**config.mk**
```make
export PLATFORM = sky130hd
export DESIGN_NAME = pcmd_ram
export DESIGN_NICKNAME = d
export VERILOG_FILES = /design/src/rtl/pcmd_ram.sv
export SDC_FILE = /design/constraint.sdc
export NUM_CORES = 1
export LEC_CHECK = 0
export BUFFER_PORTS_ARGS = -buffer_cell sky130_fd_sc_hd__buf_4
export CAP_MARGIN = 40
export CORE_ASPECT_RATIO = 1.4
export CORE_MARGIN = 2
export CORE_UTILIZATION = 45
export DETAILED_ROUTE_END_ITERATION = 8
export GPL_TIMING_DRIVEN = 0
export HOLD_SLACK_MARGIN = 0.03
export SYNTH_ARGS = -nofsm -noshare
export SYNTH_HDL_FRONTEND = slang
export SYNTH_SLANG_ARGS = --single-unit
```
**constraint.sdc**
```tcl
create_clock -name clk -period 4.8 [get_ports clk]
set_clock_uncertainty 0.05 [all_clocks]
set_input_delay 0 -clock clk [delete_from_list [all_inputs] [get_ports clk]]
set_output_delay 0 -clock clk [all_outputs]
set_load 0.1 [all_outputs]
```
**src/rtl/pcmd_ram.sv**
```systemverilog
// Generic single-port-write, single-port-read synchronous RAM with registered read data.
// No dependencies.
module pcmd_ram #(
  parameter int WIDTH = 8,
  parameter int DEPTH = 16
) (
  input  logic                     clk,
  input  logic                     we,
  input  logic [$clog2(DEPTH)-1:0] waddr,
  input  logic [WIDTH-1:0]         wdata,
  input  logic [$clog2(DEPTH)-1:0] raddr,
  output logic [WIDTH-1:0]         rdata
);

  logic [WIDTH-1:0] mem [DEPTH];
  logic [WIDTH-1:0] rdata_r;

  always_ff @(posedge clk) begin
    if (we) begin
      mem[waddr] <= wdata;
    end
    rdata_r <= mem[raddr];
  end

  assign rdata = rdata_r;

endmodule

```
Word-level counts from Yosys, hierarchy flattened
Memory sizes are Yosys's and may differ from the RTL's. A register that Yosys moved wholly into a read port is not among the register bits.
Index checks and enable logic that the tools add are counted.
{"block": "op_classes", "n_mux": 2}
{"cell": "two-way mux 1 bit", "n": 2}
{"block": "totals", "n_memories": 1, "regBits": 0, "inputBits": 18, "out_inout_bits": 8, "ramBits": 128}
{"name": "mem", "depth": 16, "word_bits": 8, "read_ports": 1, "rd_clocked_by_memory_dff": 1, "write_ports": 1, "line_no": "15", "text": "logic [WIDTH-1:0] mem [DEPTH];"}

Longest topological paths before layout
{"block": "depth", "ltp_word": 2, "depth_mapped": 5, "mapped_depth_nobuf": 3}

Worst setup path after synthesis
No wires, ideal clock.
{"block": "synth_path", "path_kind": "input-to-reg", "start": "input port waddr[2]", "end": "memory mem[0][0] (enable)", "setup_time_ns": 0.383, "path_stages": 2, "arrival_ns": 1.110, "path_slack_ns": 3.257, "cell_sequence": "or3b_2 > nor3_1"}
{"item": "start: declaration", "line_no": "9", "text": "input logic [$clog2(DEPTH)-1:0] waddr,"}
{"item": "end: declaration", "line_no": "15"}
No word-level cell before the write port.

Worst setup path in the final report
{"block": "layout_path", "start": "input port waddr[1]", "end": "memory mem[12][3] (enable)"}
No word-level cell before the write port.

==> flow_metrics.tcl <==
set metrics [dict create \
    startpoint "waddr[1]" \
    row_count 46 \
    synthTopCellsByCount "128 x edfxtp_1, 18 x mux4_2, 16 x a22oi_1, 14 x mux4_1, 13 x nor2_1" \
    dieHeight_um 131 \
    yosysWarnings 0 \
    post-route-period-util_pct 34.3 \
    worst_r2r_endpoint "rdata[2]" \
    powerDensity_mw_per_mm2 442 \
    finalSetupViolations 0 \
    r2r_slack_ps 3270 \
    reg2reg_depth 3 \
    max_freq_mhz 608 \
    dieWidth_um 94.4 \
    netlist_area_sq_mm 0.00515 \
    finalPower_mw 2.73 \
    clock_path_buffers 2 \
    cts.clk_slew.worst_paths_ps 50 \
    wl_per_cell_um 22.5 \
    cts_tree "built" \
    worstSetupEndpoint "mem[12][3]" \
    path_cells "dlygate4sd3_1 -> buf_4 -> nor3_1 -> buf_2" \
    core_sq_mm 0.0112 \
    max-vdd-ir-drop_v 0.000249 \
    synth_top_area_share_pct 74.7 \
    worst_pin_slew_ps 854 \
    clkLatencyLatePin_ps 400 \
    design_area_sq_mm 0.00618 \
    critPathLaunchType "input port" \
    worstSetupEndpointType "register" \
    ff_latch_area_sq_mm 0.00400 \
    nFillCells 856 \
    dr.pass1.iters 5 \
    io-pin-count 26 \
    antenna_left 0 \
    slew_violations 0 \
    grt_usage_pct 17.8 \
    ys_seq_elements 136 \
    ys_seq_area_share_pct 77.8 \
    syn2layout_area_growth_pct 20.2 \
    rsz0062_at_grt "false" \
    synth_edf_count 128 \
    rr_startpoint "mem[1][2]" \
    critPathMaxFanout 7 \
    yosysMostFrequentCell "edfxtp_1" \
    placement.cell_area_sq_mm 0.00553 \
    cts_sinks 136 \
    cpPeakStageDelay_ps 700 \
    yosysTopAreaCell "edfxtp_1" \
    relSlewSlack_pct 42.9 \
    fin_ws_ps 3160 \
    tns_ps 0 \
    hp-class "in2reg" \
    fin_nets 305 \
    fin_crit_ps 1640 \
    post_cts_buffers 0 \
    synthTopCellsByArea "edfxtp_1 75%, mux4_2 7.9%, mux4_1 7.1%" \
    path_class "in2reg" \
    antenna_found_initial 0 \
    drc 0 \
    avgSynthCellArea_sq_um 22.5 \
    postSynth.asyncResetShare_pct 0 \
    syn_inst 229 \
    multi_input_area_sq_mm 0.00106 \
    ctsResizeCount 0 \
    portBuffers 24 \
    ctsHoldBuffers 11 \
    cap_violations 0 \
    place_ws_ps 3060 \
    outcome "finished clean" \
    leakage_nw 2.09 \
    dp_hpwl_um 6380 \
    n_antenna_cell 0 \
    hold_viol 0 \
    drt-initial-drc-count 251 \
    cpMaxStageDelayCell "nor3_1" \
    cts_buffers 17 \
    arrival_ps 1700 \
    htree_levels 4 \
    gp_congestion 0.758 \
    grt_max_degree 17 \
    root_buffer "clkbuf_16" \
    initial_core_util_pct 45.9 \
    grt_pass1_wl_um 14900 \
    wirelength_um 9980 \
    grt_overflow 0 \
    dieArea_sq_mm 0.0123 \
    synth_flop_cell "edfxtp_1" \
    vias 2404 \
    required_ps 4860 \
    drive_gt1_share_pct 27.0 \
    synth.net_count 247 \
    grt_pass1_vias 2505 \
    ys_types 19 \
    via_per_inst 5.41 \
    hold_slack_ps 79.7 \
]
[state kept, by name (all words and copies together), names as in the netlist]
signal and count:
mem 128, rdata 8
[cell families after synthesis]
kind of cell / after synthesis / synth area share [%]
flip-flops: 136 / 77.8
AND/OR/NAND/NOR: 35 / 3.18
multiplexers: 32 / 15.0
AO/OA/AOI/OAI: 16 / 2.33
buffers and inverters: 10 / 1.68
[where the power goes]
| part | internal [mW] | switching [mW] | leakage (nW) |
|---|---|---|---|
| Clock | 0.754 | 0.443 | 0.265 |
| Combinational | 0.0673 | 0.132 | 0.605 |
| Sequential | 1.33 | 0.00638 | 1.22 |
[critical path: cells and delay by family]
kind | cells | cell delay, ps
simple gates | 1 | 700
buf+inv | 3 | 990
[cells in the final DEF, fill, tap and decap left out, types with 8 or more instances in the layout]
master         count
clkbuf_16         17
edfxtp_1         128
nor2_1            13
dlygate4sd3_1     11
nand2_1            9
dfxtp_1            8
a22oi_1           16
mux4_2            18
buf_4             25
mux4_1            14
[worst min-delay path by stage]
stage	from	endpoint	depth (start not counted)
2_1_floorplan	wdata[0]	mem[0][0]	0
3_3_place_gp	wdata[6]	mem[6][6]	1
3_5_place_dp	wdata[5]	mem[6][5]	1
4_1_cts	raddr[1]	rdata[0]	4
5_1_grt	raddr[1]	rdata[7]	4
6_report	raddr[1]	rdata[0]	4
[area by class of cell]
type / instances / share of cell area (%)
multi-input combinational: 83 / 17.1
clock buffer: 21 / 7.12
timing repair buffer: 39 / 5.02
tap: 144 / 2.91
buffer: 10 / 1.40
clock inverter: 11 / 1.72
sequential: 136 / 64.7
[metal layers]
metal	wire length (um)	vias to the layer above	track usage, %
li1	-	1088	-
met1	4150	1243	22.8
met2	5300	63	30.0
met3	384	10	4.13
met4	145	0	6.65
met5	0	-	0
[through the flow]
step	cells	utilization, %
floorplan	229	-
global placement	397	49.1
detailed placement	401	49.3
CTS	444	55.1
global route	444	55.1
finish	444	55.1
(Power assumes the default switching activity.)
