--- config.mk ---
export PLATFORM = sky130hd
export DESIGN_NAME = pcmd_update
export DESIGN_NICKNAME = d
export VERILOG_FILES = /design/src/rtl/pcmd_pkg.sv /design/src/rtl/pcmd_update.sv
export SDC_FILE = /design/constraint.sdc
export NUM_CORES = 1
export LEC_CHECK = 0
export BUFFER_PORTS_ARGS = -buffer_cell sky130_fd_sc_hd__buf_2
export CAP_MARGIN = 20
export CORE_MARGIN = 8
export CORE_UTILIZATION = 55
export DETAILED_ROUTE_END_ITERATION = 12
export MAX_ROUTING_LAYER = met4
export PLACE_DENSITY_LB_ADDON = 0.08
export SETUP_SLACK_MARGIN = 0.05
export SLEW_MARGIN = 20
export SYNTH_ARGS = -nofsm -noshare
export SYNTH_HDL_FRONTEND = slang
export SYNTH_SLANG_ARGS = --single-unit
--- constraint.sdc ---
create_clock -name vclk -period 7.05
set_input_delay 1.7625 -clock vclk [all_inputs]
set_output_delay 1.7625 -clock vclk [all_outputs]
set_load 0.02 [all_outputs]
--- src/rtl/pcmd_pkg.sv ---
// Package for the polar cell minimum depth table: payload structs, cell word layout,
// item kind codes and sizing constants. No dependencies.
package pcmd_pkg;

  localparam int CELLS_DEFAULT = 512;
  localparam int CELL_W        = 9;
  localparam int DEPTH_W       = 32;
  localparam int CELL_CMP_W    = 13;

  typedef enum logic [1:0] {
    KIND_INSERT = 2'd0,
    KIND_READ   = 2'd1,
    KIND_RESET  = 2'd2,
    KIND_BORDER = 2'd3
  } kind_t;

  typedef enum logic {
    ST_CLEAR = 1'b0,
    ST_RUN   = 1'b1
  } state_t;

  typedef struct packed {
    kind_t               kind;
    logic [CELL_W-1:0]   cell_req;
    logic [DEPTH_W-1:0]  pt_dist_sq;
    logic                clearing;
  } in_item_t;

  typedef struct packed {
    logic                not_empty;
    logic [DEPTH_W-1:0]  min_depth_sq;
  } out_item_t;

  typedef struct packed {
    logic [DEPTH_W-1:0]  nearest_sq;
    logic                was_cleared;
    logic                occupied;
    logic                is_border;
  } cell_word_t;

  typedef struct packed {
    logic       we;
    cell_word_t word;
    logic       rd;
    out_item_t  res;
  } upd_t;

  localparam int WORD_W = $bits(cell_word_t);

  localparam cell_word_t CLEAR_WORD = '{
    nearest_sq:  {DEPTH_W{1'b1}},
    was_cleared: 1'b0,
    occupied:    1'b0,
    is_border:   1'b0
  };

endpackage

--- src/rtl/pcmd_update.sv ---
// Cell update logic: computes the new cell word and the read result for one transaction.
// Depends on pcmd_pkg.
module pcmd_update (
  input  pcmd_pkg::in_item_t             item,
  input  logic                           cell_ok,
  input  pcmd_pkg::cell_word_t           cur,
  input  logic [pcmd_pkg::DEPTH_W-1:0]   limit_sq,
  output pcmd_pkg::upd_t                 upd
);

  pcmd_pkg::cell_word_t nw;
  logic                 d_lt_n;
  logic                 d_gt_n;
  logic                 d_lt_max;

  assign d_lt_n   = item.pt_dist_sq < cur.nearest_sq;
  assign d_gt_n   = item.pt_dist_sq > cur.nearest_sq;
  assign d_lt_max = item.pt_dist_sq < limit_sq;

  always_comb begin
    nw = cur;
    case (item.kind)
      pcmd_pkg::KIND_INSERT: begin
        if (item.clearing && !cur.is_border) begin
          if (!d_lt_max) begin
            nw.nearest_sq = limit_sq;
            nw.occupied   = 1'b0;
          end else if (!cur.occupied) begin
            nw.occupied   = 1'b1;
            nw.nearest_sq = item.pt_dist_sq;
          end else if (d_lt_n) begin
            nw.nearest_sq = item.pt_dist_sq;
          end
          nw.was_cleared = 1'b1;
        end else if (cur.was_cleared) begin
          if (d_gt_n) begin
            nw.occupied = 1'b1;
          end
        end else begin
          if (d_lt_n) begin
            nw.nearest_sq = item.pt_dist_sq;
          end
          if (d_lt_max) begin
            nw.occupied = 1'b1;
          end
        end
      end
      pcmd_pkg::KIND_RESET: begin
        nw.nearest_sq  = limit_sq;
        nw.occupied    = 1'b0;
        nw.was_cleared = 1'b0;
      end
      pcmd_pkg::KIND_BORDER: begin
        nw.is_border = 1'b1;
      end
      default: begin
        nw = cur;
      end
    endcase
  end

  always_comb begin
    upd.we   = cell_ok && (item.kind != pcmd_pkg::KIND_READ);
    upd.word = nw;
    upd.rd   = item.kind == pcmd_pkg::KIND_READ;
    if (cell_ok && cur.occupied) begin
      upd.res.not_empty    = 1'b1;
      upd.res.min_depth_sq = cur.nearest_sq;
    end else begin
      upd.res.not_empty    = 1'b0;
      upd.res.min_depth_sq = limit_sq;
    end
  end

endmodule

======== Word level (Yosys, flattened, before mapping) ========
Cells that the tools add are included.
word-level totals
  bits in writable memories ............... 0
  latch bits .............................. 0
  memories ................................ 0
  logic and storage cells ................. 26
  ROM bits ................................ 0
  bits in registers ....................... 0
operators by class
  equal/unequal tests ..................... 4
  add/subtract/negate cells ............... 0
  $lt $le $gt $ge ......................... 3
  bitwise logic cells ..................... 0
  reduce and logical (&&, ||, !) cells .... 5
  divide/modulo/power cells ............... 0
  mux-type cells .......................... 14
  multiply operators ...................... 0
  shift-type cells ........................ 0
operators with widths
  operator            count
  $mux 32             5
  $pmux 34 s2         1
  $lt 32x32->1        2
  $mux 33             1
  $gt 32x32->1        1
  $mux 1              7
  $eq 2x2->1 const B  2
  $logic_and 1x1->1   3
  $eq 2x1->1 const B  1
  $logic_not 2->1     1
  $ne 2x1->1 const B  1
  $logic_not 1->1     1

======== Logic depth before layout (Yosys ltp) ========
Gate-level depths: netlist of the first run.
  depth after elaboration ................. 6
  depth in mapped cells ................... 11

======== Worst setup path after synthesis of the first run ========
OpenSTA, ideal clock, no wires.
  path type ............................... input to output
  from .................................... input cur[33] (netlist bit)
  to ...................................... output upd[38] (netlist bit)
  path buffers ............................ 1
  stages .................................. 9
  arrival time ............................ 3.930 ns
  slack ................................... 1.357 ns
  cell sequence ........................... inv_1 ha_1 nand4_1 or4_4 a311oi_2 nor2_1 clkbuf_1 o211ai_1 o211a_1
RTL lines
  item         line              RTL
  from (decl)  pcmd_update.sv:6  input pcmd_pkg::cell_word_t cur,
  to (decl)    pcmd_update.sv:8  output pcmd_pkg::upd_t upd

==> reports/qor.txt, run 1 <==
number of warning messages in the yosys log - 0
Die Width - 104 microns
placer's final routability congestion estimate - 0.883
DRT Wirelength - 16800 microns
overflow left after global routing - 0
multi-input gate area in the final layout - 0.00367 sq mm
Data required, critical path - 5.29 ns
combinational share of power - 100.0%
total via count in the routed design - 5823
part of the Yosys area used for sequential elements - 0%
setup repair after global routing missed its margin - no
overall fraction of global-route tracks in use - 30.2%
clock buffer count - 0
post-route ant nets - 0
status - finished, final reports clean
layout-stage area growth over the synthesis result - 22.3%
row count - 32
syn nets - 831
DRC errors left - 0
distinct cell type count after synthesis - 41
effective utilization at floorplan - 55.8%
sequential share of power - 0%
Ports - 182
Int Power - 0.163 mW
die span in y - 104 microns
Leak - 2.86 nW
Final period util - 93.5%
min cycle time layout - 6.59 ns
type of the setup path with the least slack - in2out
Final setup viols - 0
Vias/cell - 6.50
Placeable Area - 0.00757 sq mm
detailed-route wire length per cell - 18.8 microns
num sequential - 0
highest achievable clock rate - 152 MHz
maximum number of pins on one net before global-route repair - 65
Starting DRT DRC Count - 477
cell count after synthesis - 656
Cell Area, Synth - 0.00422 sq mm
post-cts hold buffer count - 0
antenna diode count - 0
most common cell after layout, fill and taps aside - buf_2
Max transition margin - 47.2%
FF/Latch Area - 0 sq um
clock share of power - 0%
leading area contributor after synthesis - ha_1
fraction of post-synthesis cell area in the top cell type by area - 18.7%
post-cts resize count - 0
critical path peak fanout - 15
final net count - 971
reported max-cap violation count - 0
share of cells above drive strength 1 - 28.7%
slew of the pin with the lowest slew margin - 0.792 ns
final hold viol count - 0
total net switching power - 0.265 mW
total negative setup slack - 0 ns
# Post-CTS Setup Buffers - 0
arrival time at the worst endpoint - 4.83 ns
total power divided by cell area - 82.9 mW/mm^2
critical path startpoint category - input pin
WHS - 3.87 ns
# port buffers - 173
highest-count cells in the layout ignoring fill and taps - buf_2 (172), inv_1 (99), o21ai_0 (72)
count of final max-slew check failures - 0
switching share of power - 62.0%
synthesized area per cell - 6.44 sq um
via count of the first global-routing pass - 5949
ranking of synthesized cells by area - ha_1 (19%), inv_1 (8.8%), o21ai_0 (8.5%)
largest voltage drop on the vdd net - 0.0447 mV
Die Outline Area - 0.0107 sq mm
wire length of the first global-routing pass - 28100 microns
number of antenna violations at the first check in global routing - 0
kind of path behind the tightest hold check - in2out
CP Capture Type - primary output
1st-pass router iterations - 6
half-perimeter wire length of the detailed placement result - 12500 microns
Filler cells - 731
-- synthesized netlist by cell type, drive strengths merged, types with 4 or more instances --
| library cell | count |
|---|---|
| a22oi | 34 |
| nor2 | 42 |
| nor2b | 5 |
| nor3 | 34 |
| o211ai | 32 |
| nand3 | 4 |
| a211o | 32 |
| buf | 8 |
| a21oi | 26 |
| o211a | 32 |
| inv | 99 |
| nand2 | 54 |
| ha | 63 |
| nand4 | 12 |
| o21ai | 77 |
| o2111ai | 32 |
| clkbuf | 42 |
| nand2b | 5 |
-- final cells by class --
| class | count | area share [%] |
|---|---|---|
| multi-input cells | 507 | 71.1 |
| repair buffers | 188 | 19.2 |
| inverters | 99 | 7.20 |
| well taps | 102 | 2.47 |
-- critical path, stage by stage --
cell and delay (ns):
buf_2 0.12, inv_1 0.07, ha_1 0.30, a21oi_1 0.16, o21ai_0 0.12, a221oi_1 0.57
a311oi_4 0.19, nor2_2 0.65, buf_4 0.35, o211ai_1 0.12, o211a_1 0.27, buf_2 0.16
-- metal layers --
metal  global-route usage, %  part of all wire [%]  up-vias
li1                        -                     -     2736
met1                    34.4                    40     2683
met2                    53.5                    49      348
met3                    3.22                   8.2       56
met4                    10.1                   2.8        0
met5                       -                     0        -
-- through the flow --
| stage | util [%] | power [mW] | std cells | worst slack (ns) | area, sq um |
|---|---|---|---|---|---|
| after floorplan | - | 0.273 | 656 | 1.36 | 4220 |
| after global placement | 68.2 | 0.407 | 896 | 0.524 | 5160 |
| after detailed placement | 68.2 | 0.421 | 896 | 0.475 | 5160 |
| after CTS | 68.2 | 0.423 | 896 | 0.473 | 5160 |
| after global routing | 68.2 | 0.466 | 896 | 0.300 | 5160 |
| final | 68.2 | 0.428 | 896 | 0.459 | 5160 |
-- cells by family after synthesis --
kind of cell,after synthesis,synth area share [%]
buffers and inverters,149,13.9
adder cells (fa/ha/maj),63,18.7
multiplexers,2,0.533
AO/OA/AOI/OAI,279,49.3
AND/OR/NAND/NOR,163,17.6
-- power by group through the flow --
stage | Clock (mW) | Combinational, mW | Sequential, mW
6_report | 0 | 0.428 | 0
5_1_grt | 0 | 0.466 | 0
4_1_cts | 0 | 0.423 | 0
3_5_place_dp | 0 | 0.421 | 0
3_3_place_gp | 0 | 0.407 | 0
2_1_floorplan | 0 | 0.273 | 0
-- final timing paths --
path	from	endpoint	slack, ns	cells after the start
max	cur[8]	upd[51]	0.46	12
min	cur[0]	upd[34]	3.87	3
Note: power is estimated with default switching activity, not from simulation.
==> run 2: changes to the inputs <==
- CORE_UTILIZATION: 55 -> 25
- PLACE_DENSITY: default -> 0.45
- PLACE_DENSITY_LB_ADDON: 0.08 -> default
==> run 2 against run 1 <==
Combinational power grew 2%; cell count up 14%; largest power group unchanged; global-route usage fell by 12 points; hold slack barely moved; clock-buffer cell count did not move; first-iteration DRC count shrank 41%; critical endpoint is now upd[47]; highest routed layer unchanged; sequential share of layout area is the same; via count shrank 6.1%; non-clock buffer count up 3; maximum frequency is 1.4% lower; final area up 3.4%.
==> reports/qor.txt, run 2 (synthesis results as in run 1) <==
final net count - 974 (was 971)
critical path peak fanout - 18 (was 15)
routed metal-1 wire length - 8970 microns (was 6780 microns)
post-cts resize count - 0 (unchanged)
post-route ant nets - 0 (unchanged)
top routing layer used - met4 (unchanged)
Die Outline Area - 0.0213 sq mm (was 0.0107 sq mm)
most common cell after layout, fill and taps aside - buf_2 (unchanged)
# port buffers - 173 (unchanged)
arrival time at the worst endpoint - 4.92 ns (was 4.83 ns)
FF/Latch Area - 0 sq um (unchanged)
Max stage delay cell, worst path - nor2_2 (unchanged)
sequential share of power - 0% (about the same)
status - finished, final reports clean (unchanged)
Vias/cell - 5.38 (was 6.50)
final standard cell utilization of the core - 32.3% (was 68.2%)
effective utilization at floorplan - 25.6% (was 55.8%)
fin area - 0.00534 sq mm (was 0.00516 sq mm)
total negative setup slack - 0 ns (unchanged)
switching share of power - 62.4% (was 62.0%)
# Post-CTS Setup Buffers - 0 (unchanged)
final hold viol count - 0 (unchanged)
DRC errors left - 0 (unchanged)
detailed-route wire length per cell - 19.0 microns (was 18.8 microns)
Final period util - 94.8% (was 93.5%)
wire length of the first global-routing pass - 30800 microns (was 28100 microns)
layout-stage area growth over the synthesis result - 26.4% (was 22.3%)
kind of path behind the tightest hold check - in2out (unchanged)
Final setup viols - 0 (unchanged)
slowest stage delay, CP - 0.81 ns (was 0.65 ns)
highest achievable clock rate - 150 MHz (was 152 MHz)
DR WL met2 - 9360 microns (was 8170 microns)
slew of the pin with the lowest slew margin - 1.05 ns (was 0.792 ns)
clock buffer count - 0 (unchanged)
half-perimeter wire length of the detailed placement result - 14600 microns (was 12500 microns)
count of final max-slew check failures - 0 (unchanged)
number of antenna violations at the first check in global routing - 0 (unchanged)
overflow left after global routing - 0 (unchanged)
overall fraction of global-route tracks in use - 17.8% (was 30.2%)
sum of met3 wire segment lengths after detailed routing - 945 microns (was 1380 microns)
row count - 47 (was 32)
reported max-cap violation count - 0 (unchanged)
WHS - 3.87 ns (about the same)
setup repair after global routing missed its margin - no (unchanged)
CP Capture Type - primary output (unchanged)
min cycle time layout - 6.68 ns (was 6.59 ns)
critical path startpoint category - input pin (unchanged)
via count of the first global-routing pass - 5585 (was 5949)
Area after DPL - 0.00533 sq mm (was 0.00516 sq mm)
die span in y - 146 microns (was 104 microns)
maximum number of pins on one net before global-route repair - 65 (unchanged)
chain of cells forming the critical path - buf_2 > inv_1 > ha_1 > a21oi_1 > o21ai_0 > a221oi_1 > buf_4 > a311oi_4 > nor2_2 > buf_4 > o211ai_1 > o211a_1 > buf_2 (was buf_2 > inv_1 > ha_1 > a21oi_1 > o21ai_0 > a221oi_1 > a311oi_4 > nor2_2 > buf_4 > o211ai_1 > o211a_1 > buf_2)
Int Power - 0.164 mW (was 0.163 mW)
num sequential - 0 (unchanged)
share of cells above drive strength 1 - 29.0% (was 28.7%)
DRT Wirelength - 19300 microns (was 16800 microns)
type of the setup path with the least slack - in2out (unchanged)
total via count in the routed design - 5470 (was 5823)
Die Width - 146 microns (was 104 microns)
placer's final routability congestion estimate - 0.820 (was 0.883)
Leak - 2.87 nW (was 2.86 nW)
Starting DRT DRC Count - 281 (was 477)
Placeable Area - 0.0165 sq mm (was 0.00757 sq mm)
combinational share of power - 100.0% (about the same)
antenna diode count - 0 (unchanged)
Max transition margin - 29.9% (was 47.2%)
post-cts hold buffer count - 0 (unchanged)
Tot Pwr - 0.435 mW (was 0.428 mW)
clock share of power - 0% (about the same)
largest voltage drop on the vdd net - 0.0342 mV (was 0.0447 mV)
1st-pass router iterations - 5 (was 6)
Ports - 182 (unchanged)
total net switching power - 0.271 mW (was 0.265 mW)
Data required, critical path - 5.29 ns (about the same)
highest-count cells in the layout ignoring fill and taps - buf_2 (172), inv_1 (99), o21ai_0 (72) (unchanged)
total power divided by cell area - 81.4 mW/mm^2 (was 82.9 mW/mm^2)
[run 2: cell type report]
cell class / count / area (sq um)
fill: 1872 / 11200
multi-input combinational: 507 / 3690
tap: 220 / 275
inverter: 99 / 372
timing repair buffer: 191 / 1000
[run 2: critical path, delay by kind of cell]
kind            cells  cell delay (ns)
buf+inv             5             0.97
fa+ha+maj           1             0.30
compound gates      6             1.05
simple gates        1             0.81
[run 2: metrics by stage]
| step | cells | setup slack (ns) |
|---|---|---|
| 2_1_floorplan | 656 | 1.36 |
| 3_3_place_gp | 1017 | 0.362 |
| 3_5_place_dp | 1017 | 0.304 |
| 4_1_cts | 1017 | 0.303 |
| 5_1_grt | 1017 | 0.105 |
| 6_report | 1017 | 0.367 |
[run 2: power groups by stage]
stage	clock network, mW	logic (mW)	registers (mW)
floorplan	0	0.273	0
global placement	0	0.439	0
detailed placement	0	0.437	0
CTS	0	0.438	0
global route	0	0.481	0
finish	0	0.435	0
[run 2: worst paths after layout]
path / start / endpoint / slack (ns) / cells after the start
worst max-delay path: cur[8] / upd[47] / 0.37 / 13
worst min-delay path: cur[0] / upd[34] / 3.87 / 3
[run 2: metal layers]
| metal | GRT usage [%] | vias to the layer above |
|---|---|---|
| met5 | - | - |
| met4 | 0.885 | 0 |
| met3 | 1.49 | 4 |
| met2 | 31.6 | 201 |
| met1 | 22.5 | 2522 |
| li1 | - | 2743 |
==> run 3: changes to the inputs <==
- PLACE_DENSITY: 0.45 -> default
==> run 3 against run 2 <==
Utilization fell by 0.091 points; clock-buffer cell count did not move; non-clock buffer count fell by 2; wire length fell by 3.3%; final area fell by 0.28%; worst setup slack improved by 0.10 ns; global-route usage fell by 0.73 points; first-iteration DRC count rose by 44%; hold slack improved by 0.00050 ns; maximum frequency rose by 1.5%; highest routed layer unchanged.
==> reports/qor.txt, run 3 (synthesis results as in run 1) <==
wire length of the first global-routing pass - 29500 microns (was 30800 microns)
DRC errors left - 0 (unchanged)
switching share of power - 62.3% (was 62.4%)
antenna diode count - 0 (unchanged)
highest-count cells in the layout ignoring fill and taps - buf_2 (172), inv_1 (99), o21ai_0 (72) (unchanged)
# port buffers - 173 (unchanged)
sequential share of power - 0% (about the same)
final net count - 972 (was 974)
worst hold path endpoint - upd[34] (unchanged)
maximum number of pins on one net before global-route repair - 66 (was 65)
arrival time at the worst endpoint - 4.82 ns (was 4.92 ns)
DRT Wirelength - 18700 microns (was 19300 microns)
Data required, critical path - 5.29 ns (about the same)
largest voltage drop on the vdd net - 0.0407 mV (was 0.0342 mV)
share of cells above drive strength 1 - 28.8% (was 29.0%)
number of antenna violations at the first check in global routing - 0 (unchanged)
CP Capture Type - primary output (unchanged)
die span in y - 146 microns (unchanged)
half-perimeter wire length of the detailed placement result - 14100 microns (was 14600 microns)
detailed-route wire length per cell - 18.4 microns (was 19.0 microns)
critical path peak fanout - 24 (was 18)
Die Width - 146 microns (unchanged)
effective utilization at floorplan - 25.6% (unchanged)
category of cells accounting for the largest share of critical-path delay - compound AO/OA/AOI/OAI gates (unchanged)
combinational share of power - 100.0% (about the same)
Die Outline Area - 0.0213 sq mm (unchanged)
setup repair after global routing missed its margin - no (unchanged)
# Post-CTS Setup Buffers - 0 (unchanged)
min cycle time layout - 6.58 ns (was 6.68 ns)
final hold viol count - 0 (unchanged)
row count - 47 (unchanged)
multi-input gate area in the final layout - 0.00369 sq mm (unchanged)
num sequential - 0 (unchanged)
setup slack at placement - 0.463 ns (was 0.304 ns)
count of final max-slew check failures - 0 (unchanged)
post-cts resize count - 0 (unchanged)
type of the setup path with the least slack - in2out (unchanged)
post-route ant nets - 0 (unchanged)
placer's final routability congestion estimate - 0.805 (was 0.820)
Filler cells - 1824 (was 1872)
slew of the pin with the lowest slew margin - 0.890 ns (was 1.05 ns)
overflow left after global routing - 0 (unchanged)
total via count in the routed design - 5514 (was 5470)
Vias/cell - 5.43 (was 5.38)
highest achievable clock rate - 152 MHz (was 150 MHz)
Int Power - 0.163 mW (was 0.164 mW)
most common cell after layout, fill and taps aside - buf_2 (unchanged)
layout-stage area growth over the synthesis result - 26.0% (was 26.4%)
total power divided by cell area - 81.2 mW/mm^2 (was 81.4 mW/mm^2)
most repeated library cell on the critical path - buf_2
overall fraction of global-route tracks in use - 17.1% (was 17.8%)
critical path startpoint category - input pin (unchanged)
chain of cells forming the critical path - buf_2 > inv_1 > ha_1 > nand4_1 > nor4_1 > o21ai_1 > a31oi_4 > or2_1 > buf_4 > o2111ai_1 > o211a_1 > buf_2 (was buf_2 > inv_1 > ha_1 > a21oi_1 > o21ai_0 > a221oi_1 > buf_4 > a311oi_4 > nor2_2 > buf_4 > o211ai_1 > o211a_1 > buf_2)
cell count of the worst hold path - 3 (unchanged)
post-cts hold buffer count - 0 (unchanged)
slowest stage delay, CP - 0.56 ns (was 0.81 ns)
reported max-cap violation count - 0 (unchanged)
Placeable Area - 0.0165 sq mm (unchanged)
worst setup margin - 0.469 ns (was 0.367 ns)
1st-pass router iterations - 5 (unchanged)
Max transition margin - 40.6% (was 29.9%)
Leak - 2.86 nW (was 2.87 nW)
clock buffer count - 0 (unchanged)
clock share of power - 0% (about the same)
total negative setup slack - 0 ns (unchanged)
Final period util - 93.4% (was 94.8%)
Starting DRT DRC Count - 406 (was 281)
FF/Latch Area - 0 sq um (unchanged)
count of cell instances traversed by the critical path - 12 (was 13)
via count of the first global-routing pass - 5503 (was 5585)
Ports - 182 (unchanged)
Max stage delay cell, worst path - nor4_1 (was nor2_2)
Buf/Inv on CP - 4 (was 5)
Final setup viols - 0 (unchanged)
status - finished, final reports clean (unchanged)
startpoint of the tightest hold check path - cur[0] (unchanged)
kind of path behind the tightest hold check - in2out (unchanged)
total net switching power - 0.269 mW (was 0.271 mW)
run 3: cell types whose count changed in the layout (fill, tap and decap cells not counted):
| cell | previous run | this run |
|---|---|---|
| buf_4 | 19 | 17 |
run 3: power groups by stage:
| stage | logic, mW | registers [mW] | clock network, mW |
|---|---|---|---|
| floorplan | 0.273 | 0 | 0 |
| global placement | 0.429 | 0 | 0 |
| detailed placement | 0.431 | 0 | 0 |
| CTS | 0.433 | 0 | 0 |
| global route | 0.477 | 0 | 0 |
| finish | 0.432 | 0 | 0 |
run 3: worst max path at each step:
stage,end,slack [ns],startpoint
final,upd[65],0.47,cur[17]
after CTS,upd[65],0.46,cur[17]
after floorplan,upd[38],1.36,cur[33]
after detailed placement,upd[65],0.46,cur[17]
after global routing,upd[59],0.16,cur[17]
after global placement,upd[58],0.47,cur[17]
run 3: metrics by stage:
stage | utilization, % | cells | hold WS [ns] | power (mW) | instance area [sq um]
3_5_place_dp | 32.2 | 1015 | 3.87 | 0.431 | 5320
5_1_grt | 32.2 | 1015 | 3.87 | 0.477 | 5320
6_report | 32.2 | 1015 | 3.87 | 0.432 | 5320
2_1_floorplan | - | 656 | 3.61 | 0.273 | 4220
3_3_place_gp | 32.2 | 1015 | 3.87 | 0.429 | 5320
4_1_cts | 32.2 | 1015 | 3.87 | 0.433 | 5320
run 3: final cells by class:
cell class / instances / share of cell area, %
multi-input combinational: 507 / 69.3
tap: 220 / 5.17
inverter: 99 / 6.98
timing repair buffer: 189 / 18.6
run 3: routing by layer:
| metal | global-route usage (%) | vias to the layer above | part of all wire (%) |
|---|---|---|---|
| met5 | - | - | 0 |
| met4 | 2.60 | 0 | 1.3 |
| met3 | 1.34 | 23 | 5.6 |
| met2 | 28.5 | 234 | 47 |
| met1 | 22.4 | 2518 | 46 |
| li1 | - | 2739 | - |
